`config.mk`:
```
export PLATFORM = sky130hd
export DESIGN_NAME = cbdq_quant
export DESIGN_NICKNAME = d
export VERILOG_FILES = /design/src/companding_bit_depth_quantizer_assert.svh /design/src/cbdq_pkg.sv /design/src/cbdq_quant.sv
export SDC_FILE = /design/constraint.sdc
export NUM_CORES = 1
export LEC_CHECK = 0
export BUFFER_PORTS_ARGS = -buffer_cell sky130_fd_sc_hd__buf_2
export CORE_ASPECT_RATIO = 2
export CORE_UTILIZATION = 50
export DETAILED_ROUTE_END_ITERATION = 6
export PLACE_DENSITY = 0.75
export SYNTH_ARGS = -nofsm -noshare
export SYNTH_HDL_FRONTEND = slang
export SYNTH_SLANG_ARGS = --single-unit
```
`constraint.sdc`:
```
create_clock -name i_clk -period 10.4 [get_ports i_clk]
set_clock_uncertainty 0.2 [all_clocks]
set_input_delay 0 -clock i_clk [delete_from_list [all_inputs] [get_ports i_clk]]
set_output_delay 0 -clock i_clk [all_outputs]
set_load 0.02 [all_outputs]
```
`src/companding_bit_depth_quantizer_assert.svh`:
```
// ----------------------------------------------------------------------------
// companding bit depth quantizer assertion macros
// concurrent assertion wrappers, empty when synthesizing
// ----------------------------------------------------------------------------
`ifndef COMPANDING_BIT_DEPTH_QUANTIZER_ASSERT_SVH
`define COMPANDING_BIT_DEPTH_QUANTIZER_ASSERT_SVH
`ifndef SYNTHESIS
`define CBDQ_ASSERT(lbl, clk, rst_n, prop) \
    lbl: assert property (@(posedge clk) disable iff (!rst_n) prop) \
    else $error("cbdq assertion failed");
`define CBDQ_ASSERT_RST(lbl, clk, prop) \
    lbl: assert property (@(posedge clk) prop) \
    else $error("cbdq reset assertion failed");
`else
`define CBDQ_ASSERT(lbl, clk, rst_n, prop)
`define CBDQ_ASSERT_RST(lbl, clk, prop)
`endif
`endif

```
`src/cbdq_pkg.sv`:
```
// ----------------------------------------------------------------------------
// cbdq_pkg
// shared types, constants and rom functions of the companding quantizer
// ----------------------------------------------------------------------------
package cbdq_pkg;

    localparam int FRAC_BITS = 23;
    localparam int MAX_DEPTH = 23;
    localparam int WORK_BITS = 30;
    localparam int MAG_W     = FRAC_BITS + 1;
    localparam int SMP_W     = 32;

    localparam logic [MAG_W-1:0] UNITY = {1'b1, {FRAC_BITS{1'b0}}};

    typedef struct packed {
        logic             vld;
        logic             eob;
        logic             neg;
        logic [SMP_W-1:0] raw;
        logic [MAG_W-1:0] mag;
    } t_tag;

    typedef struct packed {
        logic [4:0] bits;
        logic       mu;
        logic       bypass;
    } t_cfg;

    typedef enum logic [0:0] {
        REG_QUANT_BITS = 1'b0,
        REG_MU_LAW_ON  = 1'b1
    } t_reg_idx;

    function automatic logic [63:0] isqrt64(input logic [63:0] n);
        logic [63:0] r;
        logic [63:0] b;
        logic [63:0] x;
        r = '0;
        b = 64'd1 << 62;
        x = n;
        for (int j = 0; j < 32; j++) begin
            if (b != 64'd0) begin
                if (x >= r + b) begin
                    x = x - (r + b);
                    r = (r >> 1) + b;
                end else begin
                    r = r >> 1;
                end
                b = b >> 2;
            end
        end
        return r;
    endfunction

    // approximately 2^(2^-idx) in q.30
    function automatic logic [31:0] exp_rom(input int idx);
        logic [63:0] v;
        v = 64'd2 << WORK_BITS;
        for (int j = 1; j <= idx; j++) begin
            v = isqrt64(v << WORK_BITS);
        end
        return v[31:0];
    endfunction

endpackage

```
`src/cbdq_quant.sv`:
```
// ----------------------------------------------------------------------------
// cbdq_quant
// round half-up to the level index, clamp to the code range, scale back
// ----------------------------------------------------------------------------
module cbdq_quant (
    input  logic           i_clk,
    input  logic           i_rst_n,
    input  logic           i_en,
    input  cbdq_pkg::t_cfg i_cfg,
    input  cbdq_pkg::t_tag i_tag,
    output cbdq_pkg::t_tag o_tag
);
    import cbdq_pkg::*;

    localparam int IW = MAG_W + 1;
    localparam int PW = 2 * MAG_W;

    logic signed [IW-1:0]    w_v;
    logic        [4:0]       w_sh;
    logic signed [PW-1:0]    w_prod;
    logic signed [PW-1:0]    w_rnd;
    logic signed [IW-1:0]    w_hi;
    logic signed [IW-1:0]    w_lo;
    logic signed [IW-1:0]    w_idx;
    logic signed [SMP_W-1:0] w_q;
    t_tag                    n_out;

    logic signed [IW-1:0]    r_idx;
    t_tag                    r_tag;
    t_tag                    r_out;

    always_comb begin
        w_v    = i_tag.neg ? -$signed({1'b0, i_tag.mag}) : $signed({1'b0, i_tag.mag});
        w_sh   = i_cfg.bits - 5'd1;
        w_prod = PW'(w_v) <<< w_sh;
        w_rnd  = (w_prod + (PW'(1) <<< (FRAC_BITS - 1))) >>> FRAC_BITS;
    end

    always_ff @(posedge i_clk) begin
        if (!i_rst_n) begin
            r_tag.vld <= 1'b0;
        end else if (i_en) begin
            r_idx <= w_rnd[IW-1:0];
            r_tag <= i_tag;
        end
    end

    always_comb begin
        w_hi = $signed(IW'(1) << (i_cfg.bits - 5'd1)) - IW'(1);
        w_lo = -$signed(IW'(1) << (i_cfg.bits - 5'd1));
        priority if (r_idx > w_hi) begin
            w_idx = w_hi;
        end else if (r_idx < w_lo) begin
            w_idx = w_lo;
        end else begin
            w_idx = r_idx;
        end
        w_q       = SMP_W'(w_idx) <<< (5'(FRAC_BITS + 1) - i_cfg.bits);
        n_out     = r_tag;
        n_out.neg = w_q[SMP_W-1];
        n_out.mag = w_q[SMP_W-1] ? MAG_W'(-w_q) : MAG_W'(w_q);
    end

    always_ff @(posedge i_clk) begin
        if (!i_rst_n) begin
            r_out.vld <= 1'b0;
        end else if (i_en) begin
            r_out <= n_out;
        end
    end

    assign o_tag = r_out;

endmodule

```
* Word-level counts from Yosys, hierarchy flattened *
Index checks and enable logic that the tools add are counted.

storage, ports and cells
  register bits = 118
  bits in latches = 0
  bits in writable memories = 0
  ROM bits = 0
  input bits = 69
  output and inout port bits = 59
  word-level logic and storage cells = 26
  memories = 0

operators by class
  add/subtract/negate cells = 7
  $mul = 0
  div/mod/pow operators = 0
  order comparisons = 2
  equal/unequal tests = 0
  shift-type cells = 3
  mux-type cells = 4
  bitwise gates (word level) = 0
  reductions and logical operators = 1

operators by type and width
  operator                  count
  $mux W25                  3
  $add A48 B24 Y48 const B  1
  $sshl A25 B5 Y48          1
  $sshl A25 B5 Y32          1
  $gt A25 B25 Y1            1
  $lt A25 B25 Y1            1
  $neg A24 Y25              1
  $neg A25 Y25              1
  $shl A1 B5 Y25 const A    1
  $sub A25 B2 Y25 const B   1
  $mux W24                  1
  $neg A24 Y24              1
  $sub A5 B1 Y5 const B     1
  $sub A5 B5 Y5 const A     1
  $reduce_and A2 Y1         1

* Depth between registers and ports, before layout *
Gate-level depths: netlist of run 1.

  word-level depth = 9
  depth in mapped cells = 39
  gate-level depth less buffers = 29

* Worst setup path before layout of run 1 *
OpenSTA, ideal clock, no wires.

  path kind = input-to-reg
  start point = input port i_cfg[2] in the netlist's numbering
  end point = register r_out, in the netlist o_tag[17] (data pin)
  setup time = 257 ps
  data arrival time = 8952 ps
  required time = 9943 ps
  slack = 991 ps
  stages = 38
  buffers on the path = 12
  cell sequence = buf_2 -> clkinv_1 -> buf_1 -> clkbuf_1 -> clkbuf_1 -> clkbuf_1 -> ha_1 -> ha_1 -> clkbuf_1 -> clkbuf_1 -> buf_1 -> clkbuf_1 -> nand3_1 -> ha_1 -> clkbuf_1 -> inv_1 -> a221oi_1 -> mux2_2 -> [... 2 more ...] -> and3_1 -> nor4bb_1 -> or3_1 -> nor4_1 -> a221oi_1 -> clkbuf_1 -> clkbuf_1 -> mux4_2 -> nor2_1 -> o21ai_0 -> o21a_1 -> or2_2 -> a2bb2oi_2 -> nand4_1 -> o21ai_0 -> nand3_1 -> o31a_1 -> xor2_1

RTL lines
  item                  line              text
  start, declared       cbdq_quant.sv:9   input cbdq_pkg::t_cfg i_cfg,
  end signal, assigned  cbdq_quant.sv:68  r_out <= n_out;
  end, declared         cbdq_quant.sv:30  t_tag r_out;

==> impl_metrics.toml, run 1 <==
[run_status]
outcome = "complete, no violations"

[critical_path]
r2r-start = "r_idx[16]$_DFFE_PP_"
end_kind = "flop"
required_ns = 10.37
start_kind = "input pin"
arrival_ns = 8.41
cpPeakStageDelay_ns = 0.77
crit_slowest_cell = "a221oi_4"
worstSetupPathType = "in2reg"
crit_fanout = 29
critPathLaunch = "i_cfg[3]"

[synth]
ys_warn_count = 0
yosysUniqueCellTypes = 96
synth_top_family_by_area = "compound AO/OA/AOI/OAI gates"
synth_top_area_frac = 0.3028
synth_nets = 1390
synth_xor_area_frac = 0.07081
avgSynthCellArea_um2 = 9.123
seq_area_frac_synth = 0.3063
synth_compound_area_frac = 0.2205
synthAdderAreaFrac = 0.06526
synthMuxAreaShare = 0.1140
async_reset_ff_frac = 0
synth-seq-cells = 118
synthTopCellsByArea = "edfxtp_1 (30%), mux4_2 (7.2%), ha_1 (6.5%)"
netlist_instances = 1261
synth_edf_count = 116
yosysTopAreaCell = "edfxtp_1"
synth_ff_type = "edfxtp_1"
yosys.area_share.simple = 0.1779
synth_area_um2 = 11500

[cts]
clock-sinks = 118
cts_root_buf = "clkbuf_16"
cts_buffer_depth = 2
cts_inserted_buffers = 17
htree_levels = 4
cts_setup_buffers = 0
clk_pin_slew_worst_paths_ns = 0.06
cts_tree = "done"
worstSkewPairLatency_ns = 0.44

[cells_and_area]
final_common_cell = "nor2_1"
area_growth_pct = 15.91
final_cell_mix = "nor2_1 (127), buf_2 (125), edfxtp_1 (116)"
n_antenna_cell = 0
final_nets = 1520
drive_above_1_share = 0.1930

[min_path]
hold_path_class = "in2reg"
min_from = "i_tag[26]"

[global_route]
track_usage = 0.3116
grt_pass1_wl_um = 55390
grt_pass1_vias = 10900
grt_max_degree = 67
antenna_found_initial = 0
grt.overflow.total = 0

[floorplan]
die_width_um = 109.3
die_height_um = 216.5
ios = 128
rows = 78
core_area_um2 = 22640
start_util = 0.5081
die-area_um2 = 23650

[placed_design]
port-buffer-count = 125
dp.final_hpwl_um = 27040
globalplace.congestion = 1.076

[sta]
final-max-slew-violation-count = 0
holdWs_ns = 0.06911
max_freq_ghz = 0.1186
finalSetupTns_ns = 0
slew_headroom = 0.3263
tightest_slew_ns = 1.010
final_hold_viol_count = 0
fin_crit_ns = 8.432
rsz0062_at_grt = "no"
finalSetupViolations = 0
fin_crit_sh = 0.8108

[route]
drcViolationCount = 0
vias = 10930
drtIter0Drc = 684
drt-total-wl_um = 35460
antenna_left = 0
viasPerCell = 6.490
routedWlPerCell_um = 21.06
firstDrtPassIters = 6

[flow_run]
cap_violations = 0

[power_and_ir_drop]
ir_drop_mv = 0.2132
leakage_uw = 0.005304
power_density_nw_per_um2 = 172.4
power by group:
part	total (uW)	internal (uW)	leakage (uW)	switching (uW)
registers	610	590	0.00111	19.8
clock network	576	340	0.000280	236
logic	1110	424	0.00391	689
what timing repair did:
| item | CTS | global route |
|---|---|---|
| gates resized for setup | 0 | 0 |
| hold buffers | 37 | 0 |
| hold endpoints to repair | 35 | 0 |
| setup endpoints to repair | 0 | 0 |
per-stage QoR:
stage	utilization	worst slack (ns)	instance area [um2]	std cells	power, uW
2_1_floorplan	-	0.9910	11500	1261	1414
3_3_place_gp	0.5470	1.827	12380	1615	1664
3_5_place_dp	0.5470	1.636	12380	1615	1689
4_1_cts	0.5889	2.059	13330	1684	2280
5_1_grt	0.5889	1.499	13330	1684	2424
6_report	0.5889	1.968	13330	1684	2298
sequential cells by signal, indices dropped and copies added (netlist names):
| name | flops |
|---|---|
| r_idx | 25 |
| n_out | 34 |
| o_tag | 59 |
critical path, delay by kind of cell:
kind                       cells  cell delay (ns)
adders and majority gates      3             0.98
and+or+nand+nor               12             3.44
AOI/OAI and AO/OA              9             2.76
buffers and inverters          5             1.05
xor gates and xnor gates       1             0.11
logic make-up (layout without fill, tap and decap cells):
| kind of cell | after synthesis | count (layout) |
|---|---|---|
| flops | 118 | 118 |
| compound gates | 362 | 362 |
| fa+ha+maj | 60 | 60 |
| simple gates | 418 | 418 |
| xor+xnor | 93 | 93 |
| buf+inv | 127 | 270 |
| mux | 83 | 83 |
cell usage after synthesis, types with 5 or more instances:
library cell,count
nor2_1,127
edfxtp_1,116
nand2_1,104
o21ai_0,76
a21oi_1,68
ha_1,60
xnor2_1,54
clkbuf_1,53
inv_1,51
xor2_1,39
mux4_2,37
nand3_1,36
mux2i_1,32
nor3_1,25
a21o_1,23
and2_1,23
a211oi_1,18
o211ai_1,18
nand4_1,16
mux2_2,14
o31ai_1,13
or3_1,12
a31oi_1,11
o21a_1,11
and3_1,10
nand2b_1,10
nor2b_1,10
buf_1,9
o22ai_1,9
a221oi_1,8
buf_2,8
o31a_1,8
or2_2,8
o21ai_1,7
o221ai_1,7
a211o_1,6
nor4_1,6
a32oi_1,5
nand3b_1,5
nand4b_1,5
o2111ai_1,5
o2bb2ai_1,5
path summary, 6_finish.rpt:
| kind | to | slack (ns) | cells past startpoint |
|---|---|---|---|
| max | o_tag[23]$_DFFE_PP_ | 1.97 | 30 |
| min | n_out[26]$_DFFE_PP_ | 0.07 | 2 |
| max reg2reg | o_tag[23]$_DFFE_PP_ | 3.88 | 18 |
| min reg2reg | o_tag[54]$_DFFE_PP_ | 0.22 | 0 |
area by class of cell:
cell class | count | area, um2
multi-input combinational | 1016 | 7510
timing repair buffer | 186 | 1176
sequential | 118 | 3523
clock inverter | 14 | 140.1
clock buffer | 18 | 439.2
tap | 280 | 350.3
inverter | 52 | 195.2
fill | 1996 | 9308
layer usage:
layer  vias to the layer above  global-route usage  share of wire
li1                       5063                   -              -
met1                      5154              0.2628           0.30
met2                       478              0.5658           0.54
met3                       235             0.05835          0.050
met4                         0              0.3218           0.11
met5                         -                   0              0
No activity file was read; power rests on OpenSTA's default activity.
==> run 2, diff against run 1 <==
--- a/config.mk
+++ b/config.mk
@@ -5,11 +5,12 @@
 export SDC_FILE = /design/constraint.sdc
 export NUM_CORES = 1
 export LEC_CHECK = 0
+export ABC_AREA = 1
 export BUFFER_PORTS_ARGS = -buffer_cell sky130_fd_sc_hd__buf_2
 export CORE_ASPECT_RATIO = 2
 export CORE_UTILIZATION = 50
 export DETAILED_ROUTE_END_ITERATION = 6
-export PLACE_DENSITY = 0.75
+export PLACE_DENSITY = 0.78
 export SYNTH_ARGS = -nofsm -noshare
 export SYNTH_HDL_FRONTEND = slang
 export SYNTH_SLANG_ARGS = --single-unit
==> constraint.sdc (replaced) <==
create_clock -name i_clk -period 7.1 [get_ports i_clk]
set_clock_uncertainty 0.2 [all_clocks]
set_input_delay 0 -clock i_clk [delete_from_list [all_inputs] [get_ports i_clk]]
set_output_delay 0 -clock i_clk [all_outputs]
set_load 0.02 [all_outputs]
==> run 2 against run 1 <==
Net effect: routed wire length decreased by 3.5%; final area fell by 1.8%; sequential share of layout area is 0.49 points higher; count of clock-buffer cells in the layout is the same; hold slack worse by 0.068 ns; critical path depth grew 12; final cell count is 19% higher; area after synthesis down 3.0%; clock power up 53%; critical path type unchanged.
==> impl_metrics.toml, run 2 <==
[run_status]
outcome = "complete, no violations"

[synth]
synth_top_area_frac = 0.3123
avgSynthCellArea_um2 = 7.192
synthTopCellsByArea = "edfxtp_1 (31%), nand2_1 (15%), nand3_1 (8.7%)"
yosysUniqueCellTypes = 51
synth_area_um2 = 11150
synth_nets = 1680
yosysTopAreaCell = "edfxtp_1"
ys_warn_count = 0
synth_edf_count = 116
synth.most_common_cell = "nand2_1"
async_reset_ff_frac = 0
synth_ff_type = "edfxtp_1"
netlist_instances = 1551
seq_area_frac_synth = 0.3159
synth-seq-cells = 118
synthTopCellsByCount = "nand2_1 (435), nand3_1 (195), inv_1 (128), o21ai_0 (128), edfxtp_1 (116)"

[cells_and_area]
largest_reg_flops = 59
final_nets = 1838
drive_above_1_share = 0.1609
final_common_cell = "nand2_1"
area_growth_pct = 17.36
n_antenna_cell = 0
fin_area_um2 = 13090
nFillCells = 2066
final_cell_mix = "nand2_1 (435), nand3_1 (195), o21ai_0 (128)"
instances_no_fill = 1998

[sta]
finalSetupViolations = 0
finalSetupTns_ns = 0
fin_crit_ns = 6.377
fin_crit_sh = 0.8982
final_hold_viol_count = 0
final-max-slew-violation-count = 0
rsz0062_at_grt = "no"
max_freq_ghz = 0.1568
slew_headroom = 0.3121
tightest_slew_ns = 1.024

[power_and_ir_drop]
leakage_uw = 0.006097
switching_share = 0.4335
power_density_nw_per_um2 = 268.5
switching_power_uw = 1524
clock_power_share = 0.251
ir_drop_mv = 0.2087
intPower_uw = 1991
power.share.combinational = 0.496
pwr-share-seq = 0.253

[cts]
worstSkewPairLatency_ns = 0.44
cts_root_buf = "clkbuf_16"
cts_tree = "done"
cts_resized = 0
ctsHoldBuffers = 39
cts_inserted_buffers = 17
cts_setup_buffers = 0
cts_buffer_depth = 2
htree_levels = 4
clk_pin_slew_worst_paths_ns = 0.06
clock-sinks = 118

[global_route]
antenna_found_initial = 0
grt-busiest-layer = "met2"
grt_max_degree = 77
met2_usage = 0.6176
grt.overflow.total = 0
grt_pass1_wl_um = 53920
track_usage = 0.3130
met1_usage = 0.2363
grt_pass1_vias = 11380
grt_util_met3 = 0.05220

[critical_path]
rrSetupSlack_ns = 1.95
r2r-start = "r_idx[8]$_DFFE_PP_"
critPathLaunch = "i_cfg[3]"
crit_slowest_cell = "ha_1"
worstSetupPathType = "in2reg"
required_ns = 7.10
start_kind = "input pin"
r2r_cells = 28
timing.critical_path.mode_cell = "nand2_1"
arrival_ns = 6.37
cpPeakStageDelay_ns = 0.38
r2r-end = "o_tag[17]$_DFFE_PP_"
end_kind = "flop"
crit_fanout = 18

[route]
drt-total-wl_um = 34230
firstDrtPassIters = 6
viasPerCell = 5.590
vias = 11170
drcViolationCount = 0
antenna_left = 0
drtIter0Drc = 446
routedWlPerCell_um = 17.13

[placed_design]
postPlaceCellArea_um2 = 12100
globalplace.congestion = 0.9816
dp.final_hpwl_um = 27310
port-buffer-count = 125
dpl.cell_count = 1927

[floorplan]
die_width_um = 107.6
rows = 77
die-area_um2 = 22950
ios = 128
start_util = 0.5078
die_height_um = 213.2
core_area_um2 = 21970

[min_path]
hold_path_class = "in2reg"
hold_end = "o_tag[48]$_DFFE_PP_"
min_from = "i_en"
holdPathStages = 3

[flow_run]
cap_violations = 0
-- run 2: changes by cell type in the layout (fill, tap and decap cells not counted), sizes merged, moves of 18 or more --
cell    previous run  this run
a21o              23         1
nand2            105       460
and2              24         2
mux2i             32        14
inv               57       136
a21oi             68        47
xnor2             54        34
nand3             36       214
o21ai             85       137
mux4              37         0
a211oi            19         0
-- run 2: worst max-delay path: cells and delay by family --
kind / cells / cell delay (ns)
compound gates: 4 / 0.57
simple gates: 24 / 3.42
xor+xnor: 1 / 0.17
buf+inv: 10 / 1.29
fa+ha+maj: 3 / 0.92
-- run 2: cell type report --
class                      instances  area, um2  share of cell area
clock inverter                    14      175.2             0.01338
sequential                       118       3523              0.2691
clock buffer                      18      429.2             0.03278
tap                              276      345.3             0.02638
inverter                         134      505.5             0.03861
multi-input combinational       1235       6804              0.5197
timing repair buffer             203       1309             0.09997
-- run 2: logic make-up (layout without fill, tap and decap cells) --
kind of cell / after synthesis / in the layout / share of synthesized area
AOI/OAI and AO/OA: 213 / 213 / 0.1043
xor gates and xnor gates: 90 / 90 / 0.07067
muxes: 14 / 14 / 0.01256
DFF: 118 / 118 / 0.3159
buffers and inverters: 198 / 369 / 0.07549
adders and majority gates: 60 / 60 / 0.06730
and+or+nand+nor: 858 / 858 / 0.3538
-- run 2: worst max-delay path by stage --
| stage | to | slack (ns) | depth (start not counted) |
|---|---|---|---|
| 2_1_floorplan | o_tag[22]$_DFFE_PP_ | 0.95 | 46 |
| 3_3_place_gp | o_tag[19]$_DFFE_PP_ | 0.53 | 40 |
| 3_5_place_dp | o_tag[17]$_DFFE_PP_ | 0.46 | 43 |
| 4_1_cts | o_tag[18]$_DFFE_PP_ | 0.86 | 42 |
| 5_1_grt | o_tag[17]$_DFFE_PP_ | 0.15 | 42 |
| 6_report | o_tag[17]$_DFFE_PP_ | 0.72 | 42 |
-- run 2: per-stage QoR --
step                        util  worst slack, ns  total power (uW)  hold slack (ns)
after floorplan                -           0.9451              2210          -0.1011
after global placement    0.5507           0.5312              2558         -0.02403
after detailed placement  0.5507           0.4633              2594         -0.02175
after CTS                 0.5960           0.8590              3498         0.003550
after global routing      0.5960           0.1470              3771          0.04245
final                     0.5960           0.7230              3515         0.001150
-- run 2: per-layer routing --
metal / part of all wire / vias up
met5: 0 / -
met4: 0.11 / 0
met3: 0.033 / 173
met2: 0.56 / 352
met1: 0.30 / 5093
li1: - / 5550
-- run 2: power by group through the flow --
stage | sequential (uW) | combinational, uW | clock (uW)
2_1_floorplan | 938 | 1270 | 0
6_report | 890 | 1740 | 881
3_5_place_dp | 904 | 1690 | 0
5_1_grt | 896 | 1960 | 917
4_1_cts | 890 | 1720 | 889
3_3_place_gp | 901 | 1660 | 0
==> run 3, diff against run 2 <==
--- a/config.mk
+++ b/config.mk
@@ -6,11 +6,12 @@
 export NUM_CORES = 1
 export LEC_CHECK = 0
 export ABC_AREA = 1
-export BUFFER_PORTS_ARGS = -buffer_cell sky130_fd_sc_hd__buf_2
 export CORE_ASPECT_RATIO = 2
 export CORE_UTILIZATION = 50
 export DETAILED_ROUTE_END_ITERATION = 6
-export PLACE_DENSITY = 0.78
+export DONT_BUFFER_PORTS = 1
+export PLACE_DENSITY = 0.73
+export SETUP_SLACK_MARGIN = 0.02
 export SYNTH_ARGS = -nofsm -noshare
 export SYNTH_HDL_FRONTEND = slang
 export SYNTH_SLANG_ARGS = --single-unit
==> run 3 against run 2 <==
Net effect: global-route usage shrank 1.3 points; count of clock-buffer cells in the layout shrank 1; hold slack is essentially flat; core utilization shrank 2.0 points; combinational power shrank 5%; clock power grew 1%; worst setup slack lost 0.14 ns; critical path depth shrank 7; final area shrank 3.3%; highest routed layer unchanged.
==> impl_metrics.toml, run 3 (synthesized netlist as in run 2, its figures left out) <==
[sta]
rsz0062_at_grt = "no"
slew_headroom = 0.2844
fin_crit_sh = 0.9184
finalSetupTns_ns = 0
fin_crit_ns = 6.521
tightest_slew_ns = 1.065
holdWs_ns = 0.001174
max_freq_ghz = 0.1534
finalSetupViolations = 0
final_hold_viol_count = 0
final-max-slew-violation-count = 0
setup_slack_ns = 0.5792

[cells_and_area]
multiInputGateArea_um2 = 6804
final_common_cell = "nand2_1"
n_antenna_cell = 0
drive_above_1_share = 0.08617
seq_area_um2 = 3523
final_cell_mix = "nand2_1 (435), nand3_1 (195), o21ai_0 (128)"
instances_no_fill = 1889
nFillCells = 2065
area_growth_pct = 13.52
final_nets = 1729
largest_reg_flops = 59

[global_route]
grt_pass1_wl_um = 51360
grt_max_degree = 63
antenna_found_initial = 0
grt_pass1_vias = 10850
track_usage = 0.2999
grt.overflow.total = 0

[route]
routed.top_layer = "met4"
viasPerCell = 5.723
antenna_left = 0
dr_wl_met3_um = 1261
firstDrtPassIters = 7
met2_length_um = 18470
drtIter0Drc = 587
routedWlPerCell_um = 17.57
drt-total-wl_um = 33180
drcViolationCount = 0
wl_met1_um = 10340
vias = 10810

[cts]
cts_root_buf = "clkbuf_16"
cts_buffer_depth = 2
cts_resized = 0
worstSkewPairLatency_ns = 0.44
clk_pin_slew_worst_paths_ns = 0.06
htree_levels = 4
cts_tree = "done"
cts_inserted_buffers = 17
clock-sinks = 118

[power_and_ir_drop]
power_density_nw_per_um2 = 274.3
leakage_uw = 0.005664
ir_drop_mv = 0.2743

[critical_path]
end_kind = "flop"
crit_family = "simple AND/OR/NAND/NOR gates"
r2r_cells = 26
crit_slowest_cell = "nor4_1"
worstSetupPathType = "in2reg"
start_kind = "input pin"
timing.critical_path.mode_cell = "nand2_1"
cpPeakStageDelay_ns = 0.52
crit_cells = 35
crit_fanout = 48
required_ns = 7.10
arrival_ns = 6.52
crit_buf_inv = 8

[placed_design]
port-buffer-count = 0
place_ws_ns = 0.4256
dpl.cell_count = 1788
globalplace.congestion = 1.020
dp.final_hpwl_um = 25390

[floorplan]
rows = 77
die-area_um2 = 22950
die_width_um = 107.6
die_height_um = 213.2
core_area_um2 = 21970
ios = 128
start_util = 0.5078

[run_status]
outcome = "complete, no violations"

[flow_run]
cap_violations = 0

[min_path]
hold_path_class = "in2reg"
holdPathStages = 5
run 3: cell count changes in the layout (fill, tap and decap cells not counted):
| cell | before | now |
|---|---|---|
| inv_6 | 2 | 7 |
| clkbuf_1 | 1 | 0 |
| buf_2 | 125 | 0 |
| dlygate4sd3_1 | 39 | 69 |
| bufinv_16 | 3 | 2 |
| buf_4 | 39 | 25 |
| clkinv_4 | 4 | 2 |
| inv_8 | 0 | 3 |
| clkinv_2 | 2 | 0 |
| clkinvlp_4 | 3 | 1 |
run 3: worst paths after layout:
kind / from / endpoint / slack (ns)
setup / recovery: i_cfg[2] / o_tag[16]$_DFFE_PP_ / 0.58
hold reg to reg: n_out[45]$_DFFE_PP_ / o_tag[45]$_DFFE_PP_ / 0.21
setup reg to reg: r_idx[8]$_DFFE_PP_ / o_tag[16]$_DFFE_PP_ / 1.84
hold / removal: i_tag[56] / r_idx[23]$_DFFE_PP_ / 0.001
run 3: timing repair:
item / 4_1_cts / 5_1_grt
hold buffers: 69 / 0
setup buffers: 0 / 0
endpoints found under the hold margin: 91 / 0
setup endpoints to repair: 0 / 0
run 3: tightest hold or removal path, stage by stage:
cell     delay (ns)
nand2_1        0.09
inv_1          0.09
nand2_1        0.11
nand2_1        0.10
xnor2_1        0.15
run 3: final cells by class:
cell class              count  area share
multi-input cells        1235      0.5374
flip-flops and latches    118      0.2783
repair buffers             94     0.06937
inverters                 134     0.03992
clock buffers              17     0.03360
well taps                 276     0.02727
clock inverters            15     0.01423
run 3: power breakdown:
part | total [uW] | internal, uW | switching, uW
combinational | 1650 | 549 | 1100
clock | 893 | 531 | 362
sequential | 932 | 866 | 66.7
total | 3470 | 1950 | 1530
run 3: through the flow:
stage,util,power (uW),cell area [um2]
after floorplan,-,2210,11150
after global placement,0.5174,2492,11370
after detailed placement,0.5174,2528,11370
after CTS,0.5764,3449,12660
after global routing,0.5764,3713,12660
final,0.5764,3473,12660
run 3: routing by layer:
metal  GRT usage  vias up
met4      0.2867        0
met3     0.05983      174
met5           0        -
met1      0.2300     4949
li1            -     5329
met2      0.5886      358
